File: src/rtl/core/tffa_pkg.sv
// ----------------------------------------------------------------------------
// tffa_pkg
// Shared types and constants of the tagged first-fit heap allocator.
// ----------------------------------------------------------------------------
`default_nettype none

package tffa_pkg;

    // fixed field widths
    localparam int SIZE_W  = 13;
    localparam int ADDR_W  = 32;
    localparam int STAT_W  = 2;

    // block starts are aligned to 4 units
    localparam int ALIGN_BITS = 2;

    localparam logic OP_ALLOC = 1'b0;
    localparam logic OP_FREE  = 1'b1;

    localparam logic [STAT_W-1:0] ST_DONE     = 2'd0;
    localparam logic [STAT_W-1:0] ST_IGNORED  = 2'd1;
    localparam logic [STAT_W-1:0] ST_NO_SPACE = 2'd2;
    localparam logic [STAT_W-1:0] ST_BAD_FREE = 2'd3;

    typedef enum logic [2:0] {
        S_INIT,
        S_IDLE,
        S_ALLOC,
        S_SCAN,
        S_FILL,
        S_FREE_CHK,
        S_FREE_TAG,
        S_CLR
    } state_t;

    // sequencer -> run unit
    typedef struct packed {
        logic restart;
        logic step;
    } run_ctrl_t;

    // run unit -> sequencer
    typedef struct packed {
        logic unit_free;
        logic tag_match;
        logic fit;
    } run_stat_t;

endpackage

`default_nettype wire

File: src/rtl/core/tffa_run_unit.sv
// ----------------------------------------------------------------------------
// tffa_run_unit
// Shared compare unit: free-run counter, fit and alignment test, tag match.
// ----------------------------------------------------------------------------
`default_nettype none

module tffa_run_unit #(
    parameter int OFF_W  = 12,
    parameter int TAG_W  = 16
) (
    input  wire logic                        clk,
    input  wire logic                        rst_n,
    input  wire tffa_pkg::run_ctrl_t         ctrl,
    input  wire logic [TAG_W-1:0]            rdata,
    input  wire logic [TAG_W-1:0]            ref_tag,
    input  wire logic [OFF_W-1:0]            chk_idx,
    input  wire logic [tffa_pkg::SIZE_W-1:0] size,
    input  wire logic [tffa_pkg::ALIGN_BITS-1:0] heap_lo,
    output tffa_pkg::run_stat_t              stat,
    output logic      [OFF_W-1:0]            start_off
);

    localparam int CNT_W = OFF_W + 1;
    localparam int CMP_W = ((OFF_W > tffa_pkg::SIZE_W) ? OFF_W : tffa_pkg::SIZE_W) + 1;

    logic [CNT_W-1:0] run_reg;
    logic [CNT_W-1:0] run_next;
    logic [CNT_W-1:0] run_cur;
    logic [CMP_W-1:0] start_full;
    logic [tffa_pkg::ALIGN_BITS-1:0] abs_lo;
    logic             enough;

    always_comb
    begin
        stat.unit_free = (rdata == '0);
        stat.tag_match = (rdata == ref_tag);
        run_cur        = stat.unit_free ? (run_reg + CNT_W'(1)) : '0;
        enough         = (CMP_W'(run_cur) >= CMP_W'(size));
        // start of the run that ends at chk_idx
        start_full     = CMP_W'(chk_idx) + CMP_W'(1) - CMP_W'(size);
        start_off      = start_full[OFF_W-1:0];
        abs_lo         = heap_lo + start_off[tffa_pkg::ALIGN_BITS-1:0];
        stat.fit       = enough && (abs_lo == '0);

        run_next = run_reg;
        if (ctrl.restart)
        begin
            run_next = '0;
        end
        else if (ctrl.step)
        begin
            run_next = run_cur;
        end
    end

    always_ff @(posedge clk or negedge rst_n)
    begin
        if (!rst_n)
        begin
            run_reg <= '0;
        end
        else
        begin
            run_reg <= run_next;
        end
    end

endmodule

`default_nettype wire

File: config.mk
export PLATFORM = sky130hd
export DESIGN_NAME = tffa_run_unit
export DESIGN_NICKNAME = d
export VERILOG_FILES = /design/src/rtl/core/tffa_pkg.sv /design/src/rtl/core/tffa_run_unit.sv
export SDC_FILE = /design/constraint.sdc
export NUM_CORES = 1
export LEC_CHECK = 0
export ABC_AREA = 1
export BUFFER_PORTS_ARGS = -buffer_cell sky130_fd_sc_hd__clkbuf_2
export CORE_MARGIN = 10
export CORE_UTILIZATION = 52
export CTS_CLUSTER_SIZE = 25
export DETAILED_ROUTE_END_ITERATION = 8
export GPL_TIMING_DRIVEN = 0
export PLACE_DENSITY = 0.82
export REMOVE_ABC_BUFFERS = 1
export SYNTH_ARGS = -nofsm -noshare
export SYNTH_HDL_FRONTEND = slang
export SYNTH_SLANG_ARGS = --single-unit
File: constraint.sdc
create_clock -name clk -period 2.3 [get_ports clk]
set_clock_uncertainty 0.15 [all_clocks]
set_input_delay 0 -clock clk [delete_from_list [all_inputs] [get_ports clk]]
set_output_delay 0 -clock clk [all_outputs]
set_load 0.02 [all_outputs]
==> results.py, run 1 <==
metrics = {
    "routing": {
        "drtIter0Drc": 170,
        "vias_per_cell": 5.26,
        "detail-route-antenna-nets": 0,
        "routed_wire_length_per_instance_um": 13.4,
        "dr.pass1.iters": 5,
        "number_of_vias_in_the_routed_layout": 2735,
        "routed_wirelength_um": 6940,
        "drc_markers": 0,
    },
    "worst_setup_path": {
        "worstPathArrival_ns": 2.42,
        "worst_r2r_endpoint": "run_reg[10]",
        "critPathLaunch": "run_reg[1]",
        "cp-end-kind": "output port",
        "cp_data_required_time_ns": 2.15,
        "regToRegSetupSlack_ns": -0.18,
        "crit_path_max_fanout": 5,
        "worst-r2r-cell-count": 15,
        "timing.critical_path.slowest_cell_delay_ns": 0.43,
        "critical_path.cell_chain": "ha_2 > inv_2 > nor2_4 > nand4_1 > and3_4 > ha_4 > nand2_4 > nor2_4 > inv_1 > nor2_1 > nand2_1 > nand3_2 > nand2_1 > inv_2 > buf_8",
        "worst-setup-path-type": "register to output port",
        "worst_path_max_delay_cell": "dfrtp_1",
        "crit_start_category": "register",
        "r2r-start": "run_reg[1]",
    },
    "grt": {
        "grt_overflow_total": 0,
        "grt_start_max_net_pins": 14,
        "grt_first_pass_wirelength_um": 11500,
        "grt_pass1_vias": 2681,
        "grt_usage_pct": 18.0,
        "grt_antenna_before_repair": 0,
    },
    "placed_design": {
        "dpl_worst_slack_ns": -0.170,
        "dpl.hpwl_um": 5160,
        "buffer_ports.inserted": 77,
        "finalWeightedCongestion": 0.882,
    },
    "logic_synthesis": {
        "synth.cell_area_um2": 2280,
        "post_synth.cell_area_avg_um2": 6.26,
        "postSynthRegisterBits": 13,
        "synth_largest_area_cell": "ha_1",
        "yosys_warnings": 0,
        "synthesized_instance_count": 365,
        "synth.yosys.seq_area_share_pct": 14.2,
        "post_synth_main_area_contributors": "ha_1, nand2_1, dfrtp_1",
        "synthDistinctLibCells": 29,
        "synth.top_cell.area_share_pct": 20.3,
    },
    "sta": {
        "hold_slack_ns": 0.0324,
        "timing.final.max_slew_violations": 0,
        "final-setup-viol-count": 2,
        "rsz0062_at_grt": "true",
        "fmax_mhz": 389,
        "final.setup.tns_ns": -0.444,
        "final_hold_viol_count": 0,
        "worst_slew_margin_rel_pct": 37.8,
        "fin_ws_ns": -0.267,
        "finalWorstPathRequiredPeriod_ns": 2.57,
        "tightestPinTransition_ns": 0.929,
        "post-route-period-util_pct": 112,
    },
    "floorplanning": {
        "floorplan.die_area_um2": 7440,
        "rows": 24,
        "fp.dieW_um": 86.3,
        "core_region_area_um2": 4290,
        "num_io_pins": 78,
        "fp.dieH_um": 86.3,
        "initial_utilization_pct": 53.2,
    },
    "clock_network": {
        "number_of_h_tree_levels": 1,
        "clock_tree_from_tritoncts": "done",
        "clock-sinks": 13,
        "number_of_clock_buffers_inserted_by_tritoncts": 3,
        "insertion_delay_ns": 0.25,
        "cts.reportedPaths.clkPinSlew_ns": 0.06,
        "ctsLongestPathBuffers": 2,
        "clock-root-buffer": "clkbuf_8",
    },
    "cells_and_area": {
        "fin_util_pct": 72.6,
        "syn_to_final_growth_pct": 36.6,
        "layout.filler_cells": 358,
        "antenna-diode-count": 0,
        "layout_commonest_cell": "nand2_1",
        "layout-drive-gt1-share_pct": 31.2,
        "design.final.nets": 570,
        "flip_flop_count_of_the_largest_register_after_layout": 13,
        "most_frequent_cells_in_the_layout": "nand2_1, clkbuf_2, inv_1, ha_1, nor2_1",
    },
    "power": {
        "power.ir.vdd_worst_mv": 0.193,
        "power-per-cell-area_nw_per_um2": 299,
        "leakage_uw": 0.00172,
        "power.total_uw": 933,
    },
    "status": {
        "violations": "setup timing",
        "outcome": "finished with violations",
    },
    "worst_hold_path": {
        "hold_path_class": "input pin to async pin",
    },
    "job": {
        "maxCapViolCount": 0,
    },
}
-- how the worst max path moves through the flow --
stage	endpoint	slack, ns	cells past startpoint
6_report	stat[0]	-0.27	15
5_1_grt	stat[0]	-0.40	15
4_1_cts	stat[0]	-0.20	16
3_5_place_dp	stat[0]	-0.17	15
3_3_place_gp	stat[0]	-0.15	15
2_1_floorplan	stat[0]	0.14	14
-- cell families after synthesis --
kind of cell | synth area share [%]
and+or+nand+nor | 39.1
AOI/OAI and AO/OA | 5.75
xor gates and xnor gates | 9.21
adders and majority gates | 21.2
buffers and inverters | 10.6
DFF | 14.2
-- report_power, final --
group          switching (µW)  internal (µW)
clock                    93.4            120
combinational             294            197
sequential           0.000371            229
-- metal layers --
| metal | vias up | routed length, µm | track usage [%] |
|---|---|---|---|
| met5 | - | 0 | 0 |
| met4 | 0 | 153 | 5.01 |
| met3 | 20 | 652 | 5.63 |
| met2 | 132 | 3530 | 33.2 |
| met1 | 1231 | 2610 | 19.2 |
| li1 | 1352 | - | - |
-- critical path: cells and delay by family (launching register included) --
family	cells	cell delay, ns
adder cells (fa/ha/maj)	2	0.49
buffers and inverters	4	0.26
flip-flops	1	0.43
AND/OR/NAND/NOR	9	1.01
-- repair_timing --
action                     CTS  global route
setup endpoints to repair    1             3
hold endpoints to repair    13             0
setup buffers               23             4
cloned                       0             0
gates resized for setup     25            11
hold buffers                 1             0
pin swaps                   12             5
-- cells in the mapped netlist --
| master | count |
|---|---|
| or2_1 | 2 |
| inv_2 | 2 |
| clkinv_1 | 3 |
| dfrtp_1 | 13 |
| o211ai_1 | 1 |
| buf_2 | 1 |
| nand2_8 | 1 |
| o21bai_1 | 1 |
| fa_1 | 1 |
| nor2_4 | 1 |
| xnor2_1 | 14 |
| nor2_2 | 11 |
| nand3_2 | 1 |
| ha_1 | 37 |
| a21o_1 | 1 |
| nor2_1 | 33 |
| o21ai_0 | 3 |
| nand2_1 | 113 |
| xor2_1 | 10 |
| a21oi_1 | 12 |
| nand3_1 | 21 |
| nor3_1 | 2 |
| nand4_1 | 11 |
| inv_1 | 57 |
| and3_1 | 4 |
| or2_0 | 2 |
| a21oi_2 | 1 |
| o21ai_1 | 5 |
| clkbuf_1 | 1 |
-- final cells by class --
class	instances	area, µm²	area share [%]
Multi-Input combinational cell	288	1860	59.7
Sequential cell	13	330	10.6
Clock buffer	3	41.3	1.32
Clock inverter	1	5.00	0.160
Inverter	62	233	7.46
Tap cell	52	65.1	2.09
Timing Repair Buffer	101	582	18.7
-- per-stage QoR --
step           cells  instance area (µm²)
6_report         520                 3120
5_1_grt          520                 3120
4_1_cts          520                 3070
3_5_place_dp     492                 2730
3_3_place_gp     492                 2730
2_1_floorplan    363                 2270
No activity file was read; power rests on OpenSTA's default activity.
==> inputs of run 2 (changes only) <==
CORE_UTILIZATION = 55   (was 52)
PLACE_DENSITY = 0.86   (was 0.82)
clock period = 3.22 ns   (was 2.3 ns; I/O delays follow)
==> results.py, run 2 (synthesized netlist as in run 1, its figures left out) <==
metrics = {
    "status": {
        "outcome": "complete, no violations",
    },
    "sta": {
        "worst_slew_margin_rel_pct": 41.1,
        "fmax_mhz": 360,
        "finalWorstPathRequiredPeriod_ns": 2.78,
        "final.setup.tns_ns": 0,
        "rsz0062_at_grt": "false",
        "final_hold_viol_count": 0,
        "post-route-period-util_pct": 86.3,
        "timing.final.max_slew_violations": 0,
        "tightestPinTransition_ns": 0.880,
        "final-setup-viol-count": 0,
        "fin_ws_ns": 0.440,
    },
    "worst_setup_path": {
        "crit_start_category": "register",
        "cp-end-kind": "output port",
        "worst-setup-path-type": "register to output port",
        "crit_path_max_fanout": 5,
        "cp_data_required_time_ns": 3.07,
        "worstPathArrival_ns": 2.63,
    },
    "placed_design": {
        "buffer_ports.inserted": 77,
        "place_inst": 490,
        "dpl.hpwl_um": 5170,
        "dpl_worst_slack_ns": 0.727,
        "finalWeightedCongestion": 0.878,
    },
    "clock_network": {
        "number_of_h_tree_levels": 1,
        "number_of_clock_buffers_inserted_by_tritoncts": 3,
        "insertion_delay_ns": 0.23,
        "clock-sinks": 13,
        "cts.reportedPaths.clkPinSlew_ns": 0.05,
        "clock-root-buffer": "clkbuf_8",
        "clock_tree_from_tritoncts": "done",
        "ctsLongestPathBuffers": 2,
        "buffers_inserted_during_post_cts_setup_optimization": 0,
    },
    "cells_and_area": {
        "most_frequent_cells_in_the_layout": "nand2_1, clkbuf_2, inv_1, ha_1, nor2_1",
        "antenna-diode-count": 0,
        "syn_to_final_growth_pct": 21.6,
        "flip_flop_count_of_the_largest_register_after_layout": 13,
        "design.final.nets": 547,
        "layout-drive-gt1-share_pct": 21.8,
        "layout_commonest_cell": "nand2_1",
        "stdcell_count": 495,
    },
    "grt": {
        "grt_start_max_net_pins": 14,
        "grt_antenna_before_repair": 0,
        "grt_pass1_vias": 2447,
        "grt_first_pass_wirelength_um": 9790,
        "grt_overflow_total": 0,
        "grt_usage_pct": 15.5,
    },
    "routing": {
        "number_of_vias_in_the_routed_layout": 2437,
        "drtIter0Drc": 49,
        "routed_wirelength_um": 5670,
        "vias_per_cell": 4.92,
        "detail-route-antenna-nets": 0,
        "drc_markers": 0,
        "routed_wire_length_per_instance_um": 11.5,
        "dr.pass1.iters": 4,
    },
    "job": {
        "maxCapViolCount": 0,
    },
    "power": {
        "power.ir.vdd_worst_mv": 0.224,
        "leakage_uw": 0.00162,
        "power-per-cell-area_nw_per_um2": 230,
    },
    "floorplanning": {
        "floorplan.die_area_um2": 7130,
        "core_region_area_um2": 4000,
        "fp.dieH_um": 84.4,
        "initial_utilization_pct": 57.1,
        "rows": 23,
        "num_io_pins": 78,
        "fp.dieW_um": 84.4,
    },
    "worst_hold_path": {
        "hold_path_class": "input pin to register",
    },
}
-- run 2: cell types whose count changed in the layout (fill, tap and decap cells not counted), moves of 3 or more --
cell	previous run	this run
nor2_4	6	1
dfrtp_2	4	0
ha_1	31	37
nor2_1	29	33
nand2_1	110	113
dfrtp_1	9	13
buf_4	22	0
nand3_1	18	21
ha_4	4	0
-- run 2: through the flow --
| stage | area (µm²) | total power, µW | hold slack, ns | util [%] |
|---|---|---|---|---|
| 5_1_grt | 2780 | 696 | 0.0331 | 69.4 |
| 6_report | 2780 | 639 | 0.0150 | 69.4 |
| 3_5_place_dp | 2720 | 506 | -0.246 | 68.1 |
| 4_1_cts | 2780 | 648 | 0.0113 | 69.4 |
| 2_1_floorplan | 2270 | 389 | -0.446 | - |
| 3_3_place_gp | 2720 | 498 | -0.251 | 68.1 |
-- run 2: area by class of cell --
cell class / count / area [µm²]
well taps: 50 / 62.6
clock buffers: 4 / 45.0
fillers: 362 / 1220
repair buffers: 78 / 395
multi-input cells: 288 / 1720
inverters: 62 / 233
flip-flops and latches: 13 / 325
-- run 2: metal layers --
| metal | vias to the layer above | share of wire, % | routed length, µm | global-route usage (%) |
|---|---|---|---|---|
| met1 | 1059 | 42 | 2370 | 15.9 |
| met2 | 42 | 52 | 2920 | 30.2 |
| met3 | 14 | 4.3 | 245 | 2.80 |
| li1 | 1322 | - | - | - |
| met5 | - | 0 | 0 | 0 |
| met4 | 0 | 2.3 | 128 | 5.69 |
-- run 2: what timing repair did --
action	4_1_cts	5_1_grt
hold endpoints to repair	13	0
resized for setup	0	0
hold buffers	1	0
-- run 2: path summary, 6_finish.rpt --
check	start	to	slack [ns]	depth (start not counted)
min in group asynchronous	rst_n	run_reg[11]	0.03	2
worst min-delay path	ctrl[0]	run_reg[9]	0.02	4
max in group asynchronous	rst_n	run_reg[8]	2.66	2
worst min register to register	run_reg[5]	run_reg[5]	0.37	2
worst max register to register	run_reg[0]	run_reg[8]	1.63	9
worst max-delay path	run_reg[0]	stat[0]	0.44	15
-- run 2: critical path, stage by stage, from the launching register on --
cell and delay, ns:
dfrtp_1 0.43, ha_1 0.19, inv_2 0.05, nor2_2 0.23
nand4_1 0.14, and3_1 0.22, ha_1 0.31, nand2_1 0.08
nor2_1 0.16, inv_1 0.06, nor2_1 0.11, nand2_1 0.07
nand3_1 0.10, nand2_1 0.06, inv_1 0.05, clkbuf_2 0.16
-- run 2: report_power, final --
group          switching, µW  internal, µW
combinational            202           137
clock                   50.2          86.8
sequential          0.000279           164
